## src/sv/lpg_pkg.sv

```systemverilog
// ----------------------------------------------------------------------------
// Line pixel generator package
// Shared constants, action codes and the step direction record.
// ----------------------------------------------------------------------------
package lpg_pkg;

   localparam int COORD_BITS_DEFAULT = 12;
   localparam int QUEUE_DEPTH_DEFAULT = 2;

   typedef enum logic {
      ACT_LOAD = 1'b0,
      ACT_STEP = 1'b1
   } lpg_action_type;

   // Step directions of a line, worked out when it is loaded.
   typedef struct packed {
      logic y_neg;
      logic y_move;
      logic x_neg;
      logic x_move;
   } lpg_signs_type;

   localparam int SIGNS_BITS = $bits(lpg_signs_type);

   // Width of one classified transaction held between front and back:
   // action, four coordinates, two magnitudes and the direction record.
   function automatic int lpg_item_bits(input int coord_bits);
      return 1 + 4 * coord_bits + 2 * (coord_bits + 1) + SIGNS_BITS;
   endfunction

endpackage

```

## src/sv/lpg_front.sv

```systemverilog
// ----------------------------------------------------------------------------
// Line pixel generator front end
// Accepts request transactions, works out deltas and directions of a load.
// ----------------------------------------------------------------------------
module lpg_front #(
   parameter int COORD_BITS = lpg_pkg::COORD_BITS_DEFAULT
) (
   input  logic                                          clock,
   input  logic                                          reset,
   input  logic                                          req_valid,
   output logic                                          req_stall,
   input  logic                                          req_action,
   input  logic signed [COORD_BITS-1:0]                  req_start_x,
   input  logic signed [COORD_BITS-1:0]                  req_start_y,
   input  logic signed [COORD_BITS-1:0]                  req_end_x,
   input  logic signed [COORD_BITS-1:0]                  req_end_y,
   output logic                                          item_valid,
   output logic [lpg_pkg::lpg_item_bits(COORD_BITS)-1:0] item_data,
   input  logic                                          item_ready
);
   import lpg_pkg::*;

   localparam int ITEM_BITS = lpg_item_bits(COORD_BITS);

   logic                  front_valid_ff;
   logic                  front_valid_in;
   logic [ITEM_BITS-1:0]  front_data_ff;
   logic [ITEM_BITS-1:0]  front_data_in;
   logic                  accept;
   logic [COORD_BITS:0]   dx_diff;
   logic [COORD_BITS:0]   dy_diff;
   logic [COORD_BITS:0]   dx_abs;
   logic [COORD_BITS:0]   dy_abs;
   lpg_signs_type         signs;

   assign req_stall = front_valid_ff && !item_ready;
   assign accept    = req_valid && !req_stall;

   always_comb begin
      dx_diff = {req_end_x[COORD_BITS-1], req_end_x} - {req_start_x[COORD_BITS-1], req_start_x};
      dy_diff = {req_end_y[COORD_BITS-1], req_end_y} - {req_start_y[COORD_BITS-1], req_start_y};
      dx_abs  = dx_diff[COORD_BITS] ? (~dx_diff + 1'b1) : dx_diff;
      dy_abs  = dy_diff[COORD_BITS] ? (~dy_diff + 1'b1) : dy_diff;
      signs.x_move = |dx_diff;
      signs.x_neg  = dx_diff[COORD_BITS];
      signs.y_move = |dy_diff;
      signs.y_neg  = dy_diff[COORD_BITS];
      front_data_in = {req_action, req_start_x, req_start_y, req_end_x, req_end_y,
                       dx_abs, dy_abs, signs};
   end

   assign front_valid_in = accept || (front_valid_ff && !item_ready);

   always_ff @(posedge clock) begin
      if (reset) begin
         front_valid_ff <= 1'b0;
      end else begin
         front_valid_ff <= front_valid_in;
      end
   end

   always_ff @(posedge clock) begin
      if (accept) begin
         front_data_ff <= front_data_in;
      end
   end

   assign item_valid = front_valid_ff;
   assign item_data  = front_data_ff;

endmodule

```

## src/sv/lpg_queue.sv

```systemverilog
// ----------------------------------------------------------------------------
// Line pixel generator queue
// Short first-in first-out buffer between the front end and the engine.
// ----------------------------------------------------------------------------
module lpg_queue #(
   parameter int WIDTH = 8,
   parameter int DEPTH = lpg_pkg::QUEUE_DEPTH_DEFAULT
) (
   input  logic             clock,
   input  logic             reset,
   input  logic             in_valid,
   output logic             in_ready,
   input  logic [WIDTH-1:0] in_data,
   output logic             out_valid,
   output logic [WIDTH-1:0] out_data,
   input  logic             out_pop
);
   import lpg_pkg::*;

   localparam int PTR_BITS   = (DEPTH > 1) ? $clog2(DEPTH) : 1;
   localparam int COUNT_BITS = $clog2(DEPTH + 1);

   logic [WIDTH-1:0]      store_ff [DEPTH];
   logic [PTR_BITS-1:0]   wr_ptr_ff;
   logic [PTR_BITS-1:0]   wr_ptr_in;
   logic [PTR_BITS-1:0]   rd_ptr_ff;
   logic [PTR_BITS-1:0]   rd_ptr_in;
   logic [COUNT_BITS-1:0] count_ff;
   logic [COUNT_BITS-1:0] count_in;
   logic                  push;
   logic                  pop;

   assign in_ready  = (count_ff != COUNT_BITS'(DEPTH));
   assign out_valid = (count_ff != '0);
   assign out_data  = store_ff[rd_ptr_ff];
   assign push      = in_valid && in_ready;
   assign pop       = out_pop && out_valid;

   always_comb begin
      wr_ptr_in = wr_ptr_ff;
      rd_ptr_in = rd_ptr_ff;
      if (push) begin
         wr_ptr_in = (wr_ptr_ff == PTR_BITS'(DEPTH - 1)) ? '0 : wr_ptr_ff + 1'b1;
      end
      if (pop) begin
         rd_ptr_in = (rd_ptr_ff == PTR_BITS'(DEPTH - 1)) ? '0 : rd_ptr_ff + 1'b1;
      end
      unique case ({push, pop})
         2'b10:   count_in = count_ff + 1'b1;
         2'b01:   count_in = count_ff - 1'b1;
         default: count_in = count_ff;
      endcase
   end

   always_ff @(posedge clock) begin
      if (reset) begin
         wr_ptr_ff <= '0;
         rd_ptr_ff <= '0;
         count_ff  <= '0;
      end else begin
         wr_ptr_ff <= wr_ptr_in;
         rd_ptr_ff <= rd_ptr_in;
         count_ff  <= count_in;
      end
   end

   always_ff @(posedge clock) begin
      if (push) begin
         store_ff[wr_ptr_ff] <= in_data;
      end
   end

endmodule

```

## src/sv/lpg_back.sv

```systemverilog
// ----------------------------------------------------------------------------
// Line pixel generator engine
// Holds the line state, runs one error-term step per step transaction on an active line.
// ----------------------------------------------------------------------------
module lpg_back #(
   parameter int COORD_BITS = lpg_pkg::COORD_BITS_DEFAULT
) (
   input  logic                                          clock,
   input  logic                                          reset,
   input  logic                                          item_valid,
   input  logic [lpg_pkg::lpg_item_bits(COORD_BITS)-1:0] item_data,
   output logic                                          item_pop,
   output logic                                          rsp_valid,
   input  logic                                          rsp_stall,
   output logic signed [COORD_BITS-1:0]                  rsp_pixel_x,
   output logic signed [COORD_BITS-1:0]                  rsp_pixel_y,
   output logic                                          rsp_last
);
   import lpg_pkg::*;

   localparam int C = COORD_BITS;

   logic                 it_action;
   logic [C-1:0]         it_sx;
   logic [C-1:0]         it_sy;
   logic [C-1:0]         it_ex;
   logic [C-1:0]         it_ey;
   logic [C:0]           it_dx;
   logic [C:0]           it_dy;
   lpg_signs_type        it_signs;

   logic [C-1:0]         cur_x_ff, cur_x_in;
   logic [C-1:0]         cur_y_ff, cur_y_in;
   logic [C-1:0]         goal_x_ff, goal_x_in;
   logic [C-1:0]         goal_y_ff, goal_y_in;
   logic [C:0]           delta_x_ff, delta_x_in;
   logic [C:0]           delta_y_ff, delta_y_in;
   lpg_signs_type        signs_ff, signs_in;
   logic [C+1:0]         err_ff, err_in;
   logic                 active_ff, active_in;
   logic                 rsp_valid_ff, rsp_valid_in;
   logic [C-1:0]         rsp_x_ff, rsp_x_in;
   logic [C-1:0]         rsp_y_ff, rsp_y_in;
   logic                 rsp_last_ff, rsp_last_in;

   logic                 is_load;
   logic                 out_free;
   logic                 emit;
   logic signed [C+2:0]  err_ext;
   logic signed [C+2:0]  dx_ext;
   logic signed [C+2:0]  dy_ext;
   logic signed [C+2:0]  err_sum;
   logic                 cond_x;
   logic                 cond_y;
   logic [C-1:0]         x_step;
   logic [C-1:0]         y_step;
   logic [C-1:0]         x_next;
   logic [C-1:0]         y_next;
   logic                 at_goal;
   logic [C+1:0]         half_dx;
   logic [C+1:0]         half_dy;
   logic [C+1:0]         err_load;

   assign {it_action, it_sx, it_sy, it_ex, it_ey, it_dx, it_dy, it_signs} = item_data;

   assign is_load  = (lpg_action_type'(it_action) == ACT_LOAD);
   assign out_free = !rsp_valid_ff || !rsp_stall;
   assign item_pop = item_valid && (is_load || !active_ff || out_free);
   assign emit     = item_pop && !is_load && active_ff;

   // One error-term step from the registered line state.
   always_comb begin
      err_ext = {err_ff[C+1], err_ff};
      dx_ext  = {2'b00, delta_x_ff};
      dy_ext  = {2'b00, delta_y_ff};
      cond_x  = err_ext > -dx_ext;
      cond_y  = err_ext < dy_ext;
      err_sum = err_ext - (cond_x ? dy_ext : '0) + (cond_y ? dx_ext : '0);
      x_step  = (cond_x && signs_ff.x_move) ? (signs_ff.x_neg ? {C{1'b1}} : C'(1)) : '0;
      y_step  = (cond_y && signs_ff.y_move) ? (signs_ff.y_neg ? {C{1'b1}} : C'(1)) : '0;
      x_next  = cur_x_ff + x_step;
      y_next  = cur_y_ff + y_step;
      at_goal = (x_next == goal_x_ff) && (y_next == goal_y_ff);
   end

   // Starting error term: half the larger delta, negated unless dx is strictly larger.
   always_comb begin
      half_dx  = {2'b00, it_dx[C:1]};
      half_dy  = {2'b00, it_dy[C:1]};
      err_load = (it_dx > it_dy) ? half_dx : (~half_dy + 1'b1);
   end

   always_comb begin
      cur_x_in   = cur_x_ff;
      cur_y_in   = cur_y_ff;
      goal_x_in  = goal_x_ff;
      goal_y_in  = goal_y_ff;
      delta_x_in = delta_x_ff;
      delta_y_in = delta_y_ff;
      signs_in   = signs_ff;
      err_in     = err_ff;
      active_in  = active_ff;
      if (item_pop && is_load) begin
         cur_x_in   = it_sx;
         cur_y_in   = it_sy;
         goal_x_in  = it_ex;
         goal_y_in  = it_ey;
         delta_x_in = it_dx;
         delta_y_in = it_dy;
         signs_in   = it_signs;
         err_in     = err_load;
         active_in  = (it_sx != it_ex) || (it_sy != it_ey);
      end else if (emit) begin
         cur_x_in  = x_next;
         cur_y_in  = y_next;
         err_in    = err_sum[C+1:0];
         active_in = !at_goal;
      end
   end

   always_comb begin
      rsp_x_in    = rsp_x_ff;
      rsp_y_in    = rsp_y_ff;
      rsp_last_in = rsp_last_ff;
      if (emit) begin
         rsp_valid_in = 1'b1;
         rsp_x_in     = cur_x_ff;
         rsp_y_in     = cur_y_ff;
         rsp_last_in  = at_goal;
      end else if (!rsp_stall) begin
         rsp_valid_in = 1'b0;
      end else begin
         rsp_valid_in = rsp_valid_ff;
      end
   end

   always_ff @(posedge clock) begin
      if (reset) begin
         active_ff    <= 1'b0;
         rsp_valid_ff <= 1'b0;
      end else begin
         active_ff    <= active_in;
         rsp_valid_ff <= rsp_valid_in;
      end
   end

   always_ff @(posedge clock) begin
      cur_x_ff    <= cur_x_in;
      cur_y_ff    <= cur_y_in;
      goal_x_ff   <= goal_x_in;
      goal_y_ff   <= goal_y_in;
      delta_x_ff  <= delta_x_in;
      delta_y_ff  <= delta_y_in;
      signs_ff    <= signs_in;
      err_ff      <= err_in;
      rsp_x_ff    <= rsp_x_in;
      rsp_y_ff    <= rsp_y_in;
      rsp_last_ff <= rsp_last_in;
   end

   assign rsp_valid   = rsp_valid_ff;
   assign rsp_pixel_x = rsp_x_ff;
   assign rsp_pixel_y = rsp_y_ff;
   assign rsp_last    = rsp_last_ff;

endmodule

```

## src/sv/line_pixel_generator.sv

```systemverilog
// ----------------------------------------------------------------------------
// Line pixel generator
// All-octant integer Bresenham rasteriser, one pixel per step transaction.
// ----------------------------------------------------------------------------
// Usage. The request channel (req_) carries two kinds of transaction. A load
// (req_action low) gives the start and end points of a line and produces no
// response. A step (req_action high) produces one response on the rsp_
// channel carrying the current pixel, then advances the position; rsp_last
// marks the pixel after which the end point is reached. The end point itself
// is never sent, and a line whose end points coincide gives no pixels. A step
// with no line loaded, or after the last pixel, is absorbed without response.
// An accepted step reaches its response through the front register, the
// queue and the response register. Throughput is one transaction per cycle
// while no stall holds it; the engine's error-term update is combinational.
// The front classifies and computes deltas, a two-entry queue decouples it
// from the engine. When the receiver stalls, the response holds, the queue
// fills and req_stall rises only once the queue and front register are full.
// Synchronous reset empties the front and queue, drops any pending response
// and leaves no line loaded.
// ----------------------------------------------------------------------------
module line_pixel_generator #(
   parameter int COORD_BITS  = lpg_pkg::COORD_BITS_DEFAULT,
   parameter int QUEUE_DEPTH = lpg_pkg::QUEUE_DEPTH_DEFAULT
) (
   input  logic                         clock,
   input  logic                         reset,
   input  logic                         req_valid,
   output logic                         req_stall,
   input  logic                         req_action,
   input  logic signed [COORD_BITS-1:0] req_start_x,
   input  logic signed [COORD_BITS-1:0] req_start_y,
   input  logic signed [COORD_BITS-1:0] req_end_x,
   input  logic signed [COORD_BITS-1:0] req_end_y,
   output logic                         rsp_valid,
   input  logic                         rsp_stall,
   output logic signed [COORD_BITS-1:0] rsp_pixel_x,
   output logic signed [COORD_BITS-1:0] rsp_pixel_y,
   output logic                         rsp_last
);
   import lpg_pkg::*;

   localparam int ITEM_BITS = lpg_item_bits(COORD_BITS);

   // Classified transactions leaving the front end.
   logic                 front_valid;
   logic                 front_ready;
   logic [ITEM_BITS-1:0] front_data;

   // Head of the queue as seen by the engine.
   logic                 queue_valid;
   logic [ITEM_BITS-1:0] queue_data;
   logic                 queue_pop;

   lpg_front #(
      .COORD_BITS (COORD_BITS)
   ) u_front (
      .clock       (clock),
      .reset       (reset),
      .req_valid   (req_valid),
      .req_stall   (req_stall),
      .req_action  (req_action),
      .req_start_x (req_start_x),
      .req_start_y (req_start_y),
      .req_end_x   (req_end_x),
      .req_end_y   (req_end_y),
      .item_valid  (front_valid),
      .item_data   (front_data),
      .item_ready  (front_ready)
   );

   // The queue lets the front keep accepting while the engine waits on a
   // stalled response, and lets loads and idle steps drain independently.
   lpg_queue #(
      .WIDTH (ITEM_BITS),
      .DEPTH (QUEUE_DEPTH)
   ) u_queue (
      .clock     (clock),
      .reset     (reset),
      .in_valid  (front_valid),
      .in_ready  (front_ready),
      .in_data   (front_data),
      .out_valid (queue_valid),
      .out_data  (queue_data),
      .out_pop   (queue_pop)
   );

   // The engine holds the line state and the response register.
   lpg_back #(
      .COORD_BITS (COORD_BITS)
   ) u_back (
      .clock       (clock),
      .reset       (reset),
      .item_valid  (queue_valid),
      .item_data   (queue_data),
      .item_pop    (queue_pop),
      .rsp_valid   (rsp_valid),
      .rsp_stall   (rsp_stall),
      .rsp_pixel_x (rsp_pixel_x),
      .rsp_pixel_y (rsp_pixel_y),
      .rsp_last    (rsp_last)
   );

endmodule

```

## config.mk

```make
export PLATFORM = sky130hd
export DESIGN_NAME = line_pixel_generator
export DESIGN_NICKNAME = d
export VERILOG_FILES = /design/src/sv/lpg_pkg.sv /design/src/sv/lpg_front.sv /design/src/sv/lpg_queue.sv /design/src/sv/lpg_back.sv /design/src/sv/line_pixel_generator.sv
export SDC_FILE = /design/constraint.sdc
export NUM_CORES = 1
export LEC_CHECK = 0
export BUFFER_PORTS_ARGS = -buffer_cell sky130_fd_sc_hd__buf_2
export CORE_MARGIN = 5
export CORE_UTILIZATION = 35
export CTS_BUF_LIST = sky130_fd_sc_hd__clkbuf_8 sky130_fd_sc_hd__clkbuf_16
export DETAILED_ROUTE_END_ITERATION = 6
export SLEW_MARGIN = 20
export SYNTH_ARGS = -nofsm -noshare
export SYNTH_HDL_FRONTEND = slang
export SYNTH_SLANG_ARGS = --single-unit
```

## constraint.sdc

```tcl
create_clock -name clock -period 5.3 [get_ports clock]
set_input_delay 0.795 -clock clock [delete_from_list [all_inputs] [get_ports clock]]
set_output_delay 0.795 -clock clock [all_outputs]
set_load 0.02 [all_outputs]
```

==> Word level (Yosys, flattened, before mapping) <==
Memories as Yosys holds them, arrays and structs flattened. A register that Yosys moved wholly into a read port is not among the register bits.
Cells that the tools add are included.
{ "totals": {"ff_bits": 203, "mem_bits_rw": 158, "output_inout_bits": 27, "mem_count": 1} }
{ "op_classes": {"add_sub_neg": 14, "magnitude_cmp": 3, "eq_ne": 8, "mux": 26, "n_bitwise": 4, "n_reduce_logical": 27} }
{ "memory_table": {"columns": ["memory", "depth", "word_bits", "rd", "rd_ports_with_merged_regs", "write_ports", "line", "rtl"], "rows": [
  ["u_queue.store_ff", 2, 79, 1, 1, 1, "lpg_queue.sv:23", "logic [WIDTH-1:0] store_ff [DEPTH];"]
]} }
{ "ops": {"columns": ["operator", "n"], "rows": [
  ["12-bit two-way mux", 10],
  ["14-bit two-way mux", 3],
  ["13-bit by 1-bit adder with 13-bit output (second input constant)", 2],
  ["13-bit two-way mux", 2],
  ["13-bit inverter", 2],
  ["13-bit OR reduction", 2],
  ["12-bit by 12-bit subtractor with 13-bit output", 2],
  ["12-bit adder", 2],
  ["12-bit equality test", 2],
  ["12-bit != test", 2],
  ["14-bit by 15-bit greater-than comparator with 1-bit output", 1],
  ["13-bit negation with 15-bit output", 1],
  ["14-bit by 1-bit adder with 14-bit output (second input constant)", 1],
  ["14-bit adder", 1],
  ["14-bit less-than comparator", 1],
  ["12-bit inverter with 14-bit output", 1],
  ["14-bit by 13-bit subtractor with 14-bit output", 1],
  ["13-bit greater-than comparator", 1],
  ["1-bit logical AND", 11],
  ["1-bit two-way mux", 10],
  ["1-bit zero test", 6],
  ["2-bit nonzero test", 3],
  ["1-bit logical OR", 5],
  ["2-bit case mux with 2 select lines", 1],
  ["other kinds (8)", 9]
]} }

==> Longest topological paths before layout <==
{ "depth": {"ltp_word": 10, "depth_mapped": 30, "depth_no_buf": 30} }

==> Hierarchy <==
From an unflattened synthesis, not the netlist that was laid out.
{ "hier_totals": {"cells_unflattened": 1436, "hier_area_um2": 18445.2} }
{ "by_module_without_submodules": {"columns": ["mod", "n_inst", "cells_per_inst", "area_each_um2", "seq_area_each_um2"], "rows": [
  ["lpg_back", 1, 834, 8411.8, 3553.4],
  ["lpg_queue", 1, 270, 5914.4, 4844.6],
  ["lpg_front", 1, 332, 4119.0, 2392.3]
]} }

==> Worst setup path before layout <==
Ideal clock, no wire load.
{ "synth_path": {"kind": "flip-flop to flip-flop", "start": "register u_back.delta_x_ff[2]", "end": "register u_back.err_ff[10] (data pin)", "t_arrival_ns": 5.396, "required_ns": 5.026, "path_slack_ns": -0.370, "path_stages_with_launch": 27, "path_buffers": 1, "period_less_slack_ns": 5.670, "path_cell_list": "edfxtp_1 nor2_1 nand2_1 nor4_1 nand2_1 or2_2 nor4_1 ha_1 and3_4 o21a_2 a211oi_4 nand2_1 xor2_1 clkbuf_1 nor3_1 fa_1 inv_1 ha_1 o21ai_0 a21boi_0 o21ai_0 a21boi_0 o21ai_0 a21oi_1 or4_1 a21oi_1 a31oi_1"} }
{ "synth_between": {"elab_chain_len": 7, "elab_cells_between_ends": 8, "cone_classes": "add/sub (3); order compare (1); mux (4)"} }
{ "synth_lines": {"columns": ["item", "line", "rtl"], "rows": [
  ["start, declared", "lpg_back.sv:36", "logic [C:0] delta_x_ff, delta_x_in;"],
  ["start signal, assigned", "lpg_back.sv:152", "delta_x_ff <= delta_x_in;"],
  ["13-bit negation with 15-bit output", "lpg_back.sv:76", "cond_x = err_ext > -dx_ext;"],
  ["14-bit by 15-bit greater-than comparator with 1-bit output", "lpg_back.sv:76", null],
  ["13-bit two-way mux", "lpg_back.sv:78", "err_sum = err_ext - (cond_x ? dy_ext : '0) + (cond_y ? dx_ext : '0);"],
  ["14-bit by 13-bit subtractor with 14-bit output", "lpg_back.sv:78", null],
  ["14-bit adder *", "lpg_back.sv:78", null],
  ["14-bit two-way mux *", "lpg_back.sv:113", "end else if (emit) begin"],
  ["14-bit two-way mux *", "lpg_back.sv:103", "if (item_pop && is_load) begin"],
  ["net u_back.err_in[10]", "lpg_back.sv:39", "logic [C+1:0] err_ff, err_in;"],
  ["end signal, assigned", "lpg_back.sv:155", "err_ff <= err_in;"],
  ["end, declared", "lpg_back.sv:39", null]
]} }
The timed path passes the listed nets; every way through them passes the cells marked *. The select of a mux whose other input is x is not followed.
A chain may end at the register's enable or synchronous reset.

==> Final worst setup path <==
{ "layout_path": {"start": "register u_back.delta_x_ff[3]", "end": "register u_back.err_ff[4] (data pin)"} }
Same word-level chain as after synthesis.

==> results.py <==
metrics = {
    "worst_setup_path": {
        "crit_arrival_ns": 5.89,
        "worst_path_max_delay_cell": "fa_2",
        "cpMostUsedCell": "buf_4",
        "r2r_setup_slack_ns": -0.19,
        "r2r_cells": 30,
        "path_buf_inv": 9,
        "crit_path_end_kind": "register",
        "cp_max_fo": 4,
        "cp.required_ns": 5.71,
        "start_kind": "register",
        "reg2reg_from": "u_back.delta_x_ff[3]",
        "cpPeakStageDelay_ns": 0.50,
        "critical_path_class": "register to register",
        "rr_endpoint": "u_back.err_ff[4]",
        "cpLargestDelayFamily": "simple AND/OR/NAND/NOR gates",
    },
    "timing": {
        "final-setup-viol-count": 6,
        "relSlewSlack": 0.366,
        "hold_violations": 0,
        "min_period_ns": 5.49,
        "rsz0062_at_grt": "true",
        "fmax_mhz": 182,
        "tns_ns": -0.728,
        "setup_slack_ns": -0.185,
        "fin_hold_ws_ns": 0.425,
        "worstMarginPinSlew_ns": 0.950,
        "period_share": 1.03,
        "drv_slew": 0,
        "skew_ns": 0.0230,
    },
    "yosys": {
        "synth_top_area_frac": 0.578,
        "syn_nets": 1609,
        "ys_ff_latch": 362,
        "async_reset_ff_frac": 0,
        "avgSynthCellArea_um2": 12.7,
        "ys_top_cells_by_area": "edfxtp_1, ha_1, xnor2_1",
        "synth_area_um2": 18400,
        "ys_seq_area_frac": 0.587,
        "syn_inst": 1442,
        "yosysTopAreaCell": "edfxtp_1",
        "synthFlopType": "edfxtp_1",
        "synth_edf_count": 354,
        "synth.distinct_cells": 80,
        "yosys_warnings": 0,
    },
    "clocking": {
        "cts_buffers": 39,
        "cts.path.max_buffers": 3,
        "cts_hold_buf": 0,
        "cts_htree_levels": 2,
        "cts_sinks": 362,
        "cts_tree": "yes",
        "clk_latency_ns": 0.56,
        "path_clk_slew_ns": 0.06,
        "clock-root-buffer": "clkbuf_16",
    },
    "place": {
        "placed_area_um2": 20200,
        "port_buffers": 79,
        "pre_cts_ws_ns": -0.601,
        "dp_hpwl_um": 33300,
        "gp_congestion": 0.881,
    },
    "hold_path": {
        "hold_depth": 1,
        "min_to": "u_front.item_data[78]",
        "min_from": "req_action",
        "hp-class": "primary input to register",
    },
    "power": {
        "power_mw": 15.5,
        "cellPowerDensity_nw_per_um2": 703,
        "vdd_drop_max_v": 0.000510,
        "total_leakage_power_nw": 8.29,
    },
    "die": {
        "ioPinCount": 80,
        "die_w_um": 239,
        "core_area_um2": 52200,
        "start_util": 0.352,
        "die_h_um": 239,
        "rows": 84,
        "dieArea_um2": 57200,
    },
    "global_route": {
        "grt.overflow.total": 0,
        "grt_pass1_vias": 11800,
        "grt_pass1_wl_um": 69800,
        "antenna_found_initial": 0,
        "grt_usage": 0.157,
        "grt_max_degree": 45,
    },
    "finish": {
        "final_area_um2": 22000,
        "final_layout_size_suffix_gt1_frac": 0.227,
        "finish.net_count": 1797,
        "fillCellCount": 4809,
        "synthToLayoutAreaGrowth_pct": 19.9,
    },
    "routing": {
        "wirelength_um": 45200,
        "vias_per_cell": 5.03,
        "drtAntennaViolNets": 0,
        "remaining_drc_errors": 0,
        "wl_per_cell_um": 19.2,
        "vias": 11800,
        "drt-initial-drc-count": 893,
        "dr.pass1.iters": 5,
    },
    "run_status": {
        "status": "finished with violations",
        "violations": "setup timing",
    },
    "job": {
        "drv_cap": 0,
    },
}
==> area by class of cell <==
type	count	area [um2]	share of cell area
sequential	362	10800	0.490
multi-input combinational	910	7390	0.335
timing repair buffer	185	1200	0.0546
clock buffer	39	976	0.0443
tap	688	861	0.0391
inverter	132	495	0.0225
clock inverter	31	315	0.0143
antenna	2	5.00	0.000227
==> timing repair <==
item | CTS | global route
pin swaps | 32 | 37
setup endpoints to repair | 8 | 12
setup buffers | 22 | 2
resized for setup | 34 | 37
endpoints found under the hold margin | 0 | 0
==> worst max path at each step <==
stage / start / to / slack (ns) / cells after the start
3_3_place_gp: u_back.delta_x_ff[3] / u_back.active_ff / -0.60 / 26
2_1_floorplan: u_back.delta_x_ff[2] / u_back.err_ff[10] / -0.05 / 26
3_5_place_dp: u_back.delta_x_ff[3] / u_back.active_ff / -0.60 / 26
5_1_grt: u_back.delta_x_ff[3] / u_back.err_ff[4] / -0.48 / 31
4_1_cts: u_back.delta_x_ff[2] / u_back.active_ff / -0.15 / 25
6_report: u_back.delta_x_ff[3] / u_back.err_ff[4] / -0.19 / 30
==> per-layer routing <==
metal | routed length, um | GRT usage | vias up | part of all wire
met5 | 0 | 0 | - | 0
met4 | 1290 | 0.0495 | 0 | 0.029
met3 | 2380 | 0.0262 | 78 | 0.053
met2 | 20900 | 0.253 | 282 | 0.46
met1 | 20600 | 0.220 | 5808 | 0.46
li1 | - | - | 5658 | -
==> synthesized netlist by cell type, drive strengths merged, types with 3 or more instances <==
library cell  number
o31ai             13
dfxtp              8
clkbuf            23
and2               9
o22ai              3
o2111ai            6
a21oi             58
o211ai             7
fa                16
or2                5
o21a              10
a31oi             16
nand4              8
buf               15
or4                5
ha                98
a21o              12
edfxtp           354
o21bai             3
mux2i             42
nor2b             11
nor3              38
o21ai             65
nor4              20
xnor2            108
xor2              36
nand2b             6
nand2             79
nand3             36
a31o               3
and4               3
mux2              43
nor2              80
and3              12
or3               11
a21boi             4
inv              130
a211oi            15
==> logic make-up after synthesis <==
logic type,after synthesis,synth area share
AO/OA/AOI/OAI,236,0.0835
XOR/XNOR,146,0.0711
adder cells (fa/ha/maj),114,0.0842
buffers and inverters,170,0.0357
flip-flops,362,0.587
multiplexers,85,0.0492
AND/OR/NAND/NOR,329,0.0891
==> flip-flops by register name, indices dropped and copies added, names as in the netlist, 12 cells and up, named ones only <==
register / flops
u_back.goal_y_ff: 12
u_back.goal_x_ff: 12
u_back.rsp_pixel_y: 12
u_front.item_data: 79
u_queue.store_ff: 158
u_back.delta_y_ff: 13
u_back.delta_x_ff: 13
u_back.err_ff: 14
u_back.rsp_pixel_x: 12
u_back.cur_x_ff: 12
u_back.cur_y_ff: 12
==> cells in the final DEF, fill, tap and decap left out, drive strengths merged, types with 6 or more instances in the layout <==
cell type,netlist,final
inv,130,142
mux2i,42,42
ha,98,98
nand2b,6,6
buf,15,185
mux2,43,43
and2,9,9
a21o,12,12
o211ai,7,7
o21ai,65,65
clkinv,2,10
and3,12,12
a31oi,16,16
nor2,80,80
o31ai,13,13
or3,11,11
dfxtp,8,8
clkbuf,23,39
nor2b,11,11
nand3,36,36
nor3,38,38
o2111ai,6,6
xnor2,108,108
a211oi,15,15
xor2,36,36
nand4,8,8
nand2,79,79
nor4,20,20
a21oi,58,58
fa,16,16
o21a,10,10
clkinvlp,0,6
edfxtp,354,354
==> through the flow <==
step                      std cells  utilization
final                          2349        0.422
after global routing           2347        0.422
after CTS                      2347        0.418
after detailed placement       2255        0.387
after global placement         2255        0.387
after floorplan                1442            -
==> report_power, final <==
part	internal, mW	switching (mW)	total, mW	leakage [nW]
clock	1.60	1.15	2.76	0.637
sequential	4.04	0.436	4.48	3.34
combinational	3.88	4.39	8.27	4.31
Note: power is estimated with default switching activity, not from simulation.
